$ cat src/rtl/core/assert_macros.svh
// Assertion macros used by the parser unit.
`ifndef ASSERT_MACROS_SVH
`define ASSERT_MACROS_SVH

// Same-cycle implication, disabled while reset is asserted.
`define ASSERT_IMP(label, clk, rst_n, ante, cons) \
  label: assert property (@(posedge clk) disable iff (!rst_n) (ante) |-> (cons)) \
    else $error("assertion failed");

// Next-cycle implication, disabled while reset is asserted.
`define ASSERT_NXT(label, clk, rst_n, ante, cons) \
  label: assert property (@(posedge clk) disable iff (!rst_n) (ante) |=> (cons)) \
    else $error("assertion failed");

`endif

$ cat src/rtl/core/srap_pkg.sv
// Types, constants and helpers for the STUN response address parser.
package srap_pkg;

  localparam logic [31:0] MAGIC_COOKIE     = 32'h2112a442;
  localparam logic [31:0] COOKIE_HIGH_MASK = 32'hffff0000;
  localparam logic [15:0] XOR_PORT         = 16'((MAGIC_COOKIE & COOKIE_HIGH_MASK) >> 16);
  localparam logic [15:0] ATTR_MAPPED      = 16'h0001;
  localparam logic [15:0] ATTR_XOR         = 16'h0020;
  localparam logic [15:0] ATTR_XOR_ALT     = 16'h8020;
  localparam logic [15:0] HEADER_BYTES     = 16'd20;
  localparam logic [15:0] POS_MAX          = 16'hffff;

  localparam logic [1:0] ST_OK         = 2'd0;
  localparam logic [1:0] ST_BAD_COOKIE = 2'd1;
  localparam logic [1:0] ST_TOO_LONG   = 2'd2;
  localparam logic [1:0] ST_SHORT      = 2'd3;

  localparam logic [1:0] FAM_NONE = 2'd0;
  localparam logic [7:0] FAM_IPV4 = 8'd1;
  localparam logic [7:0] FAM_IPV6 = 8'd2;

  typedef struct packed {
    logic [1:0]  status;
    logic [1:0]  family;
    logic [15:0] mapped_port;
    logic [63:0] address_high;
    logic [63:0] address_low;
  } result_t;

  // Address length in bytes for a family code, zero if unusable.
  function automatic logic [4:0] addr_bytes(input logic [7:0] fam);
    logic [4:0] n;
    n = 5'd0;
    if (fam == FAM_IPV4) n = 5'd4;
    else if (fam == FAM_IPV6) n = 5'd16;
    return n;
  endfunction

  // Expected cookie byte, index 0 is the most significant.
  function automatic logic [7:0] cookie_byte(input logic [1:0] idx);
    logic [7:0] b;
    case (idx)
      2'd0: b = MAGIC_COOKIE[31:24];
      2'd1: b = MAGIC_COOKIE[23:16];
      2'd2: b = MAGIC_COOKIE[15:8];
      default: b = MAGIC_COOKIE[7:0];
    endcase
    return b;
  endfunction

endpackage

$ cat src/rtl/core/srap_parser.sv
// Per-byte header and attribute walker holding the parse state.
module srap_parser (
  input  logic              clk,
  input  logic              rst_n,
  input  logic              step,
  input  logic [7:0]        data_byte,
  input  logic              last_byte,
  output srap_pkg::result_t result
);

  logic [15:0]  pos_r, pos_nxt;
  logic [15:0]  mlen_r, mlen_nxt;
  logic         cookie_r, cookie_nxt;
  logic [95:0]  tid_r, tid_nxt;
  logic [15:0]  atype_r, atype_nxt;
  logic [15:0]  alen_r, alen_nxt;
  logic [15:0]  aoff_r, aoff_nxt;
  logic [1:0]   pstat_r, pstat_nxt;
  logic [7:0]   pfam_r, pfam_nxt;
  logic [15:0]  pport_r, pport_nxt;
  logic [127:0] paddr_r, paddr_nxt;
  logic [1:0]   ffam_r, ffam_nxt;
  logic [15:0]  fport_r, fport_nxt;
  logic [127:0] faddr_r, faddr_nxt;

  logic [15:0]  b;
  logic [15:0]  v;
  logic [16:0]  padded;
  logic [4:0]   cur_alen;
  logic         is_xor;
  logic [15:0]  xport;
  logic [127:0] xaddr;

  always_comb begin
    pos_nxt   = pos_r;
    mlen_nxt  = mlen_r;
    cookie_nxt = cookie_r;
    tid_nxt   = tid_r;
    atype_nxt = atype_r;
    alen_nxt  = alen_r;
    aoff_nxt  = aoff_r;
    pstat_nxt = pstat_r;
    pfam_nxt  = pfam_r;
    pport_nxt = pport_r;
    paddr_nxt = paddr_r;
    ffam_nxt  = ffam_r;
    fport_nxt = fport_r;
    faddr_nxt = faddr_r;
    b        = pos_r - srap_pkg::HEADER_BYTES;
    v        = aoff_r - 16'd4;
    padded   = ({1'b0, alen_r} + 17'd3) & ~17'd3;
    cur_alen = 5'd0;
    is_xor   = (atype_r == srap_pkg::ATTR_XOR) || (atype_r == srap_pkg::ATTR_XOR_ALT);
    xport    = 16'd0;
    xaddr    = 128'd0;

    if (step && pos_r != srap_pkg::POS_MAX) begin
      pos_nxt = pos_r + 16'd1;
      if (pos_r < srap_pkg::HEADER_BYTES) begin
        if (pos_r == 16'd2) begin
          mlen_nxt = {data_byte, 8'h00};
        end else if (pos_r == 16'd3) begin
          mlen_nxt = {mlen_r[15:8], data_byte};
        end else if (pos_r >= 16'd4 && pos_r <= 16'd7) begin
          if (srap_pkg::cookie_byte(pos_r[1:0]) != data_byte) cookie_nxt = 1'b0;
        end else if (pos_r >= 16'd8) begin
          tid_nxt = {tid_r[87:0], data_byte};
        end
      end else if (cookie_r && pstat_r == srap_pkg::ST_OK && b < mlen_r) begin
        if (aoff_r < 16'd4) begin
          case (aoff_r[1:0])
            2'd0: begin
              if ({1'b0, b} + 17'd4 <= {1'b0, mlen_r}) begin
                pfam_nxt  = 8'd0;
                pport_nxt = 16'd0;
                paddr_nxt = 128'd0;
                atype_nxt = {data_byte, 8'h00};
                aoff_nxt  = 16'd1;
              end
            end
            2'd1: begin
              atype_nxt = {atype_r[15:8], data_byte};
              aoff_nxt  = 16'd2;
            end
            2'd2: begin
              alen_nxt = {data_byte, 8'h00};
              aoff_nxt = 16'd3;
            end
            default: begin
              alen_nxt = {alen_r[15:8], data_byte};
              if ({2'b00, b} + 18'd1 + {2'b00, alen_nxt} > {2'b00, mlen_r}) begin
                pstat_nxt = srap_pkg::ST_TOO_LONG;
              end else if (alen_nxt == 16'd0) begin
                aoff_nxt = 16'd0;
              end else begin
                aoff_nxt = 16'd4;
              end
            end
          endcase
        end else begin
          if (v < alen_r) begin
            if (v == 16'd1) begin
              pfam_nxt = data_byte;
            end else if (v == 16'd2) begin
              pport_nxt = {data_byte, 8'h00};
            end else if (v == 16'd3) begin
              pport_nxt = {pport_r[15:8], data_byte};
            end else if (v >= 16'd4 &&
                         (v - 16'd4) < {11'd0, srap_pkg::addr_bytes(pfam_r)}) begin
              paddr_nxt = {paddr_r[119:0], data_byte};
            end
            // attribute value complete: validate and decode
            if ({1'b0, v} + 17'd1 == {1'b0, alen_r}) begin
              cur_alen = srap_pkg::addr_bytes(pfam_nxt);
              xport = pport_nxt;
              xaddr = paddr_nxt;
              if (is_xor) begin
                xport = pport_nxt ^ srap_pkg::XOR_PORT;
                if (pfam_nxt == srap_pkg::FAM_IPV4) begin
                  xaddr = paddr_nxt ^ {96'd0, srap_pkg::MAGIC_COOKIE};
                end else begin
                  xaddr = paddr_nxt ^ {srap_pkg::MAGIC_COOKIE, tid_r};
                end
              end
              if ((is_xor || atype_r == srap_pkg::ATTR_MAPPED) && cur_alen != 5'd0 &&
                  {1'b0, alen_r} >= 17'd4 + {12'd0, cur_alen}) begin
                ffam_nxt  = pfam_nxt[1:0];
                fport_nxt = xport;
                faddr_nxt = xaddr;
              end
            end
          end
          if ({1'b0, v} + 17'd1 >= padded) aoff_nxt = 16'd0;
          else aoff_nxt = aoff_r + 16'd1;
        end
      end
    end

    if (pos_nxt < srap_pkg::HEADER_BYTES || !cookie_nxt) begin
      result.status       = (pos_nxt < srap_pkg::HEADER_BYTES) ? srap_pkg::ST_SHORT
                                                               : srap_pkg::ST_BAD_COOKIE;
      result.family       = srap_pkg::FAM_NONE;
      result.mapped_port  = 16'd0;
      result.address_high = 64'd0;
      result.address_low  = 64'd0;
    end else begin
      result.status       = pstat_nxt;
      result.family       = ffam_nxt;
      result.mapped_port  = fport_nxt;
      result.address_high = faddr_nxt[127:64];
      result.address_low  = faddr_nxt[63:0];
    end
  end

  // the final byte of a datagram returns everything to the reset state
  always_ff @(posedge clk) begin
    if (!rst_n || (step && last_byte)) begin
      pos_r    <= 16'd0;
      mlen_r   <= 16'd0;
      cookie_r <= 1'b1;
      tid_r    <= 96'd0;
      atype_r  <= 16'd0;
      alen_r   <= 16'd0;
      aoff_r   <= 16'd0;
      pstat_r  <= srap_pkg::ST_OK;
      pfam_r   <= 8'd0;
      pport_r  <= 16'd0;
      paddr_r  <= 128'd0;
      ffam_r   <= srap_pkg::FAM_NONE;
      fport_r  <= 16'd0;
      faddr_r  <= 128'd0;
    end else begin
      pos_r    <= pos_nxt;
      mlen_r   <= mlen_nxt;
      cookie_r <= cookie_nxt;
      tid_r    <= tid_nxt;
      atype_r  <= atype_nxt;
      alen_r   <= alen_nxt;
      aoff_r   <= aoff_nxt;
      pstat_r  <= pstat_nxt;
      pfam_r   <= pfam_nxt;
      pport_r  <= pport_nxt;
      paddr_r  <= paddr_nxt;
      ffam_r   <= ffam_nxt;
      fport_r  <= fport_nxt;
      faddr_r  <= faddr_nxt;
    end
  end

endmodule

$ cat src/rtl/core/stun_response_address_parser_unit.sv
// The final byte of a datagram passes the input register, then its result is registered with out_valid set.
// Throughput: one byte item per cycle; only a stalled, full result register holds input.
// The input register feeds the byte walker, whose next state also forms the result.
// Reset (rst_n low, synchronous) empties both registers and clears the parse state.
// Each final byte also returns the parse state to its reset values.
`include "assert_macros.svh"

module stun_response_address_parser_unit (
  input  logic        clk,
  input  logic        rst_n,
  input  logic        in_valid,
  output logic        in_stall,
  input  logic [7:0]  in_data_byte,
  input  logic        in_last_byte,
  output logic        out_valid,
  input  logic        out_stall,
  output logic [1:0]  out_status,
  output logic [1:0]  out_family,
  output logic [15:0] out_mapped_port,
  output logic [63:0] out_address_high,
  output logic [63:0] out_address_low
);

  logic              in_valid_r;
  logic [7:0]        in_data_r;
  logic              in_last_r;
  logic              out_valid_r;
  srap_pkg::result_t res_r;
  srap_pkg::result_t res;
  logic              advance;
  logic              step;

  assign advance  = !(out_valid_r && out_stall);
  assign in_stall = !advance;
  assign step     = advance && in_valid_r;

  srap_parser u_parser (
    .clk       (clk),
    .rst_n     (rst_n),
    .step      (step),
    .data_byte (in_data_r),
    .last_byte (in_last_r),
    .result    (res)
  );

  always_ff @(posedge clk) begin
    if (!rst_n) begin
      in_valid_r  <= 1'b0;
      out_valid_r <= 1'b0;
    end else if (advance) begin
      in_valid_r  <= in_valid;
      out_valid_r <= in_valid_r && in_last_r;
    end
  end

  always_ff @(posedge clk) begin
    if (advance && in_valid) begin
      in_data_r <= in_data_byte;
      in_last_r <= in_last_byte;
    end
    if (step && in_last_r) begin
      res_r <= res;
    end
  end

  assign out_valid        = out_valid_r;
  assign out_status       = res_r.status;
  assign out_family       = res_r.family;
  assign out_mapped_port  = res_r.mapped_port;
  assign out_address_high = res_r.address_high;
  assign out_address_low  = res_r.address_low;

  `ASSERT_NXT(a_last_gives_result, clk, rst_n, step && in_last_r, out_valid_r)
  `ASSERT_NXT(a_mid_byte_no_result, clk, rst_n, step && !in_last_r, !out_valid_r)
  `ASSERT_IMP(a_full_blocks_input, clk, rst_n, out_valid_r && out_stall, in_stall)
  `ASSERT_IMP(a_error_no_address, clk, rst_n,
              out_valid_r && (out_status == srap_pkg::ST_SHORT ||
                              out_status == srap_pkg::ST_BAD_COOKIE),
              out_family == srap_pkg::FAM_NONE)

endmodule
$ cat config.mk
export PLATFORM = sky130hd
export DESIGN_NAME = stun_response_address_parser_unit
export DESIGN_NICKNAME = d
export VERILOG_FILES = /design/src/rtl/core/srap_pkg.sv /design/src/rtl/core/srap_parser.sv /design/src/rtl/core/stun_response_address_parser_unit.sv
export VERILOG_INCLUDE_DIRS = /design/src /design/src/rtl/core
export SDC_FILE = /design/constraint.sdc
export NUM_CORES = 1
export LEC_CHECK = 0
export BUFFER_PORTS_ARGS = -buffer_cell sky130_fd_sc_hd__buf_2
export CAP_MARGIN = 20
export CORE_ASPECT_RATIO = 0.75
export CORE_MARGIN = 2
export CORE_UTILIZATION = 46
export DETAILED_ROUTE_END_ITERATION = 7
export PLACE_DENSITY_LB_ADDON = 0.2
export SLEW_MARGIN = 20
export SYNTH_ARGS = -nofsm -noshare
export SYNTH_HDL_FRONTEND = slang
export SYNTH_SLANG_ARGS = --single-unit
$ cat constraint.sdc
create_clock -name clk -period 7.6 [get_ports clk]
set_clock_uncertainty 0.15 [all_clocks]
set_input_delay 0.76 -clock clk [delete_from_list [all_inputs] [get_ports clk]]
set_output_delay 0.76 -clock clk [all_outputs]
set_load 0.1 [all_outputs]
# Word-level counts from Yosys, hierarchy flattened
# Index checks and enable logic that the tools add are counted.
# classes
add_sub_neg,11
magnitude_cmp,14
n_eq_ne,24
n_mux,109
bitwise_logic,9
reduce_logical,38
# op_table
op,n
$mux W128,22
$mux W16,25
$mux W148,1
$mux W8,17
$xor A128 B126 Y128,1
$mux W5,18
$eq A16 B2 Y1 const B,4
$pmux W16 S2,2
$pmux W16 S3,1
$add A16 B1 Y17 const B,2
$add A16 B1 Y16 const B,2
$eq A16 B1 Y1 const B,2
$ge A16 B3 Y1 const B,2
$lt A16 B16 Y1,2
$lt A16 B5 Y1 const B,2
$sub A16 B3 Y16 const B,2
$mux W2,14
$pmux W8 S3,1
$reduce_and A6 Y1,4
$add A18 B16 Y18,1
$gt A18 B16 Y1,1
$add A16 B2 Y17 const B,1
$add A16 B3 Y17 const B,1
$eq A17 B16 Y1,1
other kinds (39),76
# word_totals
reg_bits,636
input_bits,13
out_inout_bits,150
elab_cells,231

# Depth between registers and ports, before layout
# Gate-level depths: netlist (run 1).
# depth
word_depth,33
ltp_mapped,31
ltp_nobuf,29

# Hierarchy
# A second synthesis (run 1) with hierarchy kept.
# unflattened
hier_cells,3258
hier_area_um2,31003.5
# by_module_without_submodules
module,instances,cells_each,area_per_inst_um2,seq_area_each_um2
srap_parser,1,3089,26192.6,9549.2
stun_response_address_parser_unit,1,169,4810.9,4754.6

# Worst setup path after synthesis (run 1)
# No wires, ideal clock.
# synth_timing
path_type,reg2reg
start,register u_parser.pos_r[2]
end,register u_parser.aoff_r[5]
setup_time_ps,145
arrival_ps,6383
required_ps,7305
slack_ps,922
path_stages_with_launch,28
n_path_buf,2
period_less_slack_ps,6678
path_cell_list,dfxtp_1 > clkbuf_1 > inv_1 > ha_1 > clkbuf_1 > xor2_1 > nor3_1 > nand3_1 > or3_1 > nor3_1 > nand3_1 > xnor2_1 > ha_1 > nor3b_1 > nand2_1 > a31oi_1 > inv_1 > a21oi_1 > xnor2_1 > ha_1 > o21a_1 > a21oi_1 > mux2i_1 > a221o_1 > or4_1 > o311a_1 > nor2_2 > a311oi_1
# synth_between
elab_chain_len,6
elab_cells_between_ends,15
cone_classes,4 x add/sub; 4 x order compare; 3 x eq/ne; 1 x bitwise; 3 x reduce/logical
# synth_rtl
element,line_no,rtl
"start, declared",srap_parser.sv:11,"logic [15:0] pos_r, pos_nxt;"
"start signal, assigned",srap_parser.sv:173,pos_r <= pos_nxt;
$sub A16 B5 Y16,srap_parser.sv:49,b = pos_r - srap_pkg::HEADER_BYTES;
$add A16 B1 Y17,srap_parser.sv:91,"if ({2'b00, b} + 18'd1 + {2'b00, alen_nxt} > {2'b00, mlen_r}) begin"
$add A18 B16 Y18,srap_parser.sv:91,
$gt A18 B16 Y1,srap_parser.sv:91,
$ne A5 B5 Y1 (no line),--,
$reduce_and A5 Y1 (no line) (*),--,
"end signal, assigned",srap_parser.sv:179,aoff_r <= aoff_nxt;
"end, declared",srap_parser.sv:17,"logic [15:0] aoff_r, aoff_nxt;"
# Every way passes the cells marked *; elsewhere a longest branch is shown, timed or not.
# A chain may end at the register's enable or synchronous reset.

# Final worst setup path (run 1)
# layout_timing
start,register u_parser.pos_r[3]
end,register u_parser.aoff_r[5]
# Same word-level chain as after synthesis.

==> results by group, run 1 <==
Run status
  – Status: completed

Hold path
  – Hold path startpoint: in_data_byte[4]
  – Worst Hold Depth: 1
  – Hold Path End: in_data_r[4]
  – Worst hold path class: primary input to register

Clock tree
  – CTS buffer count: 60
  – CTS Root Cell: clkbuf_16
  – Clk_lat worst skew: 0.64 ns
  – Clk sink count: 636
  – Postcts setup bufs: 0
  – CTS tree: built
  – CTS max path bufs: 3
  – Hold buffer count at cts: 0
  – Max H-tree Level: 2
  – Clock-pin slew on the worst setup and hold paths: 0.07 ns

STA
  – Final Cycle Share: 0.942
  – Fin. Hold Viols: 0
  – Slew Limit Fails: 0
  – Post-route minimum period: 7.16 ns
  – Final Setup Violations: 0
  – Worst-Margin Slew: 0.994 ns
  – Relative slew slack: 0.328
  – FMAX: 140 MHz
  – RSZ-0062 raised after global routing: no
  – Total negative slack: 0 ns

Drt
  – DRC: 0
  – Via density: 5.84
  – Drt pass-1 iters: 6
  – Final wirelength: 90.7 mm
  – Vias: 25500
  – Post-route ant nets: 0
  – DRT iter0 DRCs: 2035
  – Drt wl/cell: 20.8 um

Logic synthesis
  – Compound-gate portion of the synthesized area: 0.171
  – Largest family of logic cells by synthesized area: compound AO/OA/AOI/OAI gates
  – EDFF count, synth: 157
  – Multiplexer area fraction after synthesis: 0.0719
  – Warning count from the yosys run: 0
  – Synth Area in Simple Gates: 0.139
  – Post-synth net total: 3494
  – Adder-Cell Fraction of Synth Area: 0.0479
  – Seq/Total Area, Yosys: 0.450
  – Syn Inst Count: 3360
  – Post-Synth XOR/XNOR Area: 0.0658
  – Number of synthesized register bits: 636
  – Synth Cell Area: 31800 um^2
  – Async SR Flop Fraction: 0
  – Distinct cells, synth: 90
  – Main synth FF type: dfxtp_1
  – Syn Area/Cell: 9.46 um^2

Cells and area
  – Fin util: 0.520
  – Net count, final: 3553
  – FILL cells: 6127
  – Share of layout cells above drive strength 1: 0.118
  – Most common cell after layout, fill and taps aside: dfxtp_1
  – Most frequent cells in the layout: 479 x dfxtp_1, 405 x nand2_1, 250 x nor2_1, 189 x mux2i_1, 187 x inv_1
  – Area grow syn2layout: 12.1%
  – Fin cells: 4362
  – N_diodes: 0

Power and ir drop
  – Pwr Total: 7.08 mW
  – PD cells: 199 nW/um^2
  – Leakage: 13.0 nW
  – Peak VDD IR: 0.000186 V

Die
  – Num ports: 163
  – Die extent in y: 232 um
  – Die Width: 307 um
  – Starting Density: 0.464
  – Row count: 83
  – CORE AREA: 68400 um^2
  – Die footprint: 71200 um^2

GRT
  – Vias in the first global route: 24000
  – Gr usage total: 0.247
  – Antenna violations before repair: 2
  – First-pass GRT wire length: 140 mm
  – Largest net degree at the start of global routing: 140
  – GR Overflow Total: 0

Critical path
  – CP max FO: 9
  – CP required: 7.90 ns
  – Slowest Stage Delay on Critical Path: 0.53 ns
  – Setup Crit Path Kind: register to register
  – Reg2Reg Launch Point: u_parser.pos_r[3]
  – Reg-to-reg critical path endpoint: u_parser.aoff_r[5]
  – Flop2flop setup slack: 0.44 ns
  – CP max stage cell: or4_1
  – CP Launch Type: register
  – Reg2Reg Depth: 28
  – Arr. time, crit path: 7.46 ns
  – CP endpoint kind: register

Place
  – Inst Count DP: 4249
  – GP Congestion: 0.942
  – Detailed Place HPWL: 62.9 mm
  – IO Port Bufs: 162

Job
  – Max-cap viol count: 0
-- layout make-up --
class	instances	area, um^2	share of cell area
clock buffer	87	1780	0.0499
clock inverter	26	263	0.00738
inverter	191	722	0.0203
multi-input combinational	2300	15900	0.446
sequential	636	14300	0.402
tap	892	1120	0.0313
timing repair buffer	230	1550	0.0434
-- state kept, by name (all words and copies together), names as in the netlist, 8 cells and up --
name	flops
u_parser.aoff_r	16
u_parser.pport_r	16
u_parser.pfam_r	8
u_parser.tid_r	96
u_parser.faddr_r	128
u_parser.paddr_r	128
u_parser.alen_r	16
in_data_r	8
out_address_low	64
u_parser.fport_r	16
u_parser.mlen_r	16
out_address_high	64
u_parser.atype_r	16
out_mapped_port	16
u_parser.pos_r	16
-- layer usage --
layer	vias up	routed length [um]	GRT usage	part of all wire
li1	12100	-	-	-
met1	12500	45300	0.382	0.50
met4	0	1630	0.0508	0.018
met3	101	5560	0.0334	0.061
met2	777	38200	0.365	0.42
met5	-	0	0	0
-- worst max path at each step --
stage | start | to | cells after the start
CTS | u_parser.pos_r[3] | u_parser.aoff_r[5] | 29
global route | u_parser.pos_r[3] | u_parser.aoff_r[4] | 29
floorplan | u_parser.pos_r[2] | u_parser.aoff_r[5] | 27
global placement | u_parser.pos_r[3] | u_parser.aoff_r[4] | 29
detailed placement | u_parser.pos_r[3] | u_parser.aoff_r[5] | 29
finish | u_parser.pos_r[3] | u_parser.aoff_r[5] | 28
-- logic make-up (layout without fill, tap and decap cells) --
| family | count (synthesis) | count (layout) |
|---|---|---|
| compound gates | 764 | 764 |
| buf+inv | 424 | 534 |
| mux | 224 | 224 |
| flops | 636 | 636 |
| simple gates | 960 | 960 |
| xor+xnor | 231 | 231 |
| fa+ha+maj | 121 | 121 |
-- synthesized netlist by cell type, types with 12 or more instances --
| cell type | count | area (um^2) |
|---|---|---|
| o21a_1 | 16 | 120 |
| a31oi_1 | 12 | 75.1 |
| edfxtp_1 | 157 | 4710 |
| nor3_1 | 43 | 215 |
| clkbuf_1 | 150 | 563 |
| xnor2_1 | 185 | 1620 |
| nand2b_1 | 16 | 100 |
| o22ai_1 | 100 | 626 |
| mux2_2 | 34 | 383 |
| nor4_1 | 24 | 150 |
| mux2i_1 | 190 | 1900 |
| a21o_1 | 19 | 143 |
| buf_1 | 12 | 45.0 |
| nand4_1 | 26 | 163 |
| or3_1 | 23 | 144 |
| o21ai_0 | 62 | 310 |
| or4_1 | 17 | 128 |
| nor2b_1 | 14 | 87.6 |
| nand3_1 | 51 | 255 |
| o2bb2ai_1 | 106 | 928 |
| ha_1 | 120 | 1500 |
| and3_1 | 15 | 93.8 |
| and2_1 | 19 | 119 |
| xor2_1 | 41 | 359 |
| dfxtp_1 | 479 | 9590 |
| nor2_1 | 250 | 938 |
| buf_4 | 19 | 143 |
| a211oi_1 | 13 | 97.6 |
| a22o_1 | 128 | 1120 |
| a22oi_1 | 27 | 203 |
| nand2_1 | 406 | 1520 |
| a21oi_1 | 172 | 861 |
| inv_1 | 188 | 706 |
| buf_2 | 52 | 260 |
-- timing repair --
action,4_1_cts,5_1_grt
setup endpoints to repair,0,17
resized for setup,0,3
hold endpoints to repair,0,0
-- worst max-delay path, delay by kind of cell, from the launching register on --
family / cells / cell delay [ns]
DFF: 1 / 0.48
buffers and inverters: 4 / 0.58
adders and majority gates: 3 / 0.96
xor gates and xnor gates: 3 / 0.56
AOI/OAI and AO/OA: 10 / 2.47
and+or+nand+nor: 8 / 1.74
-- report_power, final --
| group | switching, mW | internal (mW) | leakage [nW] |
|---|---|---|---|
| combinational | 0.396 | 0.0822 | 6.86 |
| sequential | 0.0158 | 3.49 | 5.11 |
| clock | 1.35 | 1.74 | 1.01 |
-- metrics by stage --
| step | instance area [um^2] | setup slack [ns] | hold WS [ns] |
|---|---|---|---|
| after detailed placement | 33500 | 0.326 | 0.295 |
| after floorplan | 31800 | 0.922 | 0.282 |
| final | 35600 | 0.439 | 0.144 |
| after CTS | 35600 | 0.288 | 0.114 |
| after global routing | 35600 | 0.0357 | 0.129 |
| after global placement | 33500 | 0.633 | 0.289 |
No activity file was read; power rests on OpenSTA's default activity.
==> run 2, diff against run 1 <==
--- a/config.mk
+++ b/config.mk
@@ -8,7 +8,6 @@
 export LEC_CHECK = 0
 export BUFFER_PORTS_ARGS = -buffer_cell sky130_fd_sc_hd__buf_2
 export CAP_MARGIN = 20
-export CORE_ASPECT_RATIO = 0.75
 export CORE_MARGIN = 2
 export CORE_UTILIZATION = 46
 export DETAILED_ROUTE_END_ITERATION = 7
==> results by group, run 2 (synthesis gave the netlist of run 1 again) <==
Run status
  – Status: completed (unchanged)

Critical path
  – CP Cell Sequence: buf_4, inv_1, ha_2, or3b_1, o31a_1, nor4bb_1, buf_4, o2111ai_1, nor2_1, mux2i_1, inv_1, ha_1, nor2b_1, a311o_1, a2111oi_0, nor3_1, nand4_1, nand4bb_1, or4b_2, clkinv_1, a221oi_1
  – CP delay by family, top: simple AND/OR/NAND/NOR gates (was compound AO/OA/AOI/OAI gates)
  – CP Launch Type: register (unchanged)
  – Setup Crit Path Kind: register to register (unchanged)
  – CP max stage cell: a2111oi_0 (was or4_1)
  – Buf+Inv Stages, Crit Path: 5 (was 4)
  – CP endpoint kind: register (unchanged)
  – CP required: 7.86 ns (was 7.90 ns)
  – Slowest Stage Delay on Critical Path: 0.74 ns (was 0.53 ns)
  – Arr. time, crit path: 7.34 ns (was 7.46 ns)
  – CP max FO: 20 (was 9)

Hold path
  – Worst hold path class: primary input to register (unchanged)

STA
  – Worst-Margin Slew: 1.10 ns (was 0.994 ns)
  – Slew Limit Fails: 0 (unchanged)
  – Fin. Hold Viols: 0 (unchanged)
  – Total negative slack: 0 ns (unchanged)
  – FMAX: 141 MHz (was 140 MHz)
  – Final Setup Violations: 0 (unchanged)
  – Post-route minimum period: 7.08 ns (was 7.16 ns)
  – Final Cycle Share: 0.932 (was 0.942)
  – Relative slew slack: 0.265 (was 0.328)
  – RSZ-0062 raised after global routing: no (unchanged)
  – PnR worst setup slack: 0.518 ns (was 0.439 ns)

Die
  – Die Width: 267 um (was 307 um)
  – Num ports: 163 (unchanged)
  – Die footprint: 71200 um^2 (about the same)
  – Row count: 96 (was 83)
  – Die extent in y: 267 um (was 232 um)
  – Starting Density: 0.464 (about the same)
  – CORE AREA: 68500 um^2 (was 68400 um^2)

Place
  – Placed cell area: 33400 um^2 (was 33500 um^2)
  – Post-Place Setup Slack: 0.344 ns (was 0.326 ns)
  – Detailed Place HPWL: 62.2 mm (was 62.9 mm)
  – IO Port Bufs: 162 (unchanged)
  – GP Congestion: 0.929 (was 0.942)

Drt
  – Drt wl/cell: 21.2 um (was 20.8 um)
  – Drt pass-1 iters: 5 (was 6)
  – Final wirelength: 92.3 mm (was 90.7 mm)
  – Via density: 5.81 (was 5.84)
  – Vias: 25300 (was 25500)
  – Post-route ant nets: 0 (unchanged)
  – DRC: 0 (unchanged)
  – DRT iter0 DRCs: 1907 (was 2035)

Clock tree
  – Clk_lat worst skew: 0.62 ns (was 0.64 ns)
  – CTS max path bufs: 3 (unchanged)
  – CTS buffer count: 70 (was 60)
  – Postcts setup bufs: 0 (unchanged)
  – Clock-pin slew on the worst setup and hold paths: 0.06 ns (was 0.07 ns)
  – Hold buffer count at cts: 0 (unchanged)
  – CTS tree: built (unchanged)
  – Max H-tree Level: 3 (was 2)
  – CTS Root Cell: clkbuf_16 (unchanged)
  – Clk sink count: 636 (unchanged)

Cells and area
  – Net count, final: 3551 (was 3553)
  – Post-route cell area: 35700 um^2 (was 35600 um^2)
  – Area grow syn2layout: 12.3% (was 12.1%)
  – Most common cell after layout, fill and taps aside: dfxtp_1 (unchanged)
  – Regs by FF count: u_parser.faddr_r x128, u_parser.paddr_r x128, u_parser.tid_r x96 (unchanged)
  – Share of layout cells above drive strength 1: 0.116 (was 0.118)
  – N_diodes: 0 (unchanged)
  – Most frequent cells in the layout: 479 x dfxtp_1, 405 x nand2_1, 250 x nor2_1, 189 x mux2i_1, 187 x inv_1 (unchanged)

GRT
  – Antenna violations before repair: 1 (was 2)
  – Largest net degree at the start of global routing: 129 (was 140)
  – First-pass GRT wire length: 142 mm (was 140 mm)
  – GR Overflow Total: 0 (unchanged)
  – Gr usage total: 0.253 (was 0.247)
  – Vias in the first global route: 24500 (was 24000)

Power and ir drop
  – PD cells: 205 nW/um^2 (was 199 nW/um^2)
  – Peak VDD IR: 0.000151 V (was 0.000186 V)
  – Leakage: 13.0 nW (about the same)

Job
  – Max-cap viol count: 0 (unchanged)
-- run 2: cell type report --
cell class,count,area [um^2]
fill,6206,32800
timing repair buffer,218,1390
sequential,636,14300
inverter,191,722
multi-input combinational,2300,15900
clock buffer,98,1960
tap,882,1100
clock inverter,32,324
-- run 2: report_power, final --
part	internal, mW	leakage, nW	switching (mW)
sequential	3.50	5.11	0.0180
clock	1.90	1.10	1.43
combinational	0.0771	6.77	0.398
-- run 2: timing repair --
item	in CTS	in global routing
endpoints found under the setup margin	0	20
endpoints found under the hold margin	0	0
resized for setup	0	4
-- run 2: worst reg2reg max path: cells and delay by family (launching register included) --
family,cells,cell delay [ns]
simple gates,8,2.20
flops,1,0.29
fa+ha+maj,2,0.77
buf+inv,5,1.08
mux,1,0.41
compound gates,5,1.96
-- run 2: path summary, 6_finish.rpt --
path                              end  cells past startpoint  slack, ns                from
setup / recovery  out_address_low[15]                     21       0.52  u_parser.aoff_r[3]
hold / removal              in_last_r                      1       0.17        in_last_byte
hold reg to reg    u_parser.tid_r[29]                      2       0.30  u_parser.tid_r[21]
setup reg to reg  out_address_low[15]                     21       0.52  u_parser.aoff_r[3]
-- run 2: routing by layer --
metal	vias to the layer above	track usage	part of all wire
met5	-	0	0
met4	0	0.0853	0.030
met3	146	0.0365	0.050
met2	688	0.424	0.48
met1	12400	0.335	0.44
li1	12100	-	-
-- run 2: stage by stage --
stage,cells,hold slack [ns],total power [mW],utilization
after global routing,4357,0.140,7.53,0.521
after floorplan,3360,0.282,3.95,-
after global placement,4227,0.294,4.06,0.488
after detailed placement,4227,0.295,4.06,0.488
after CTS,4357,0.138,7.39,0.521
final,4357,0.171,7.32,0.521
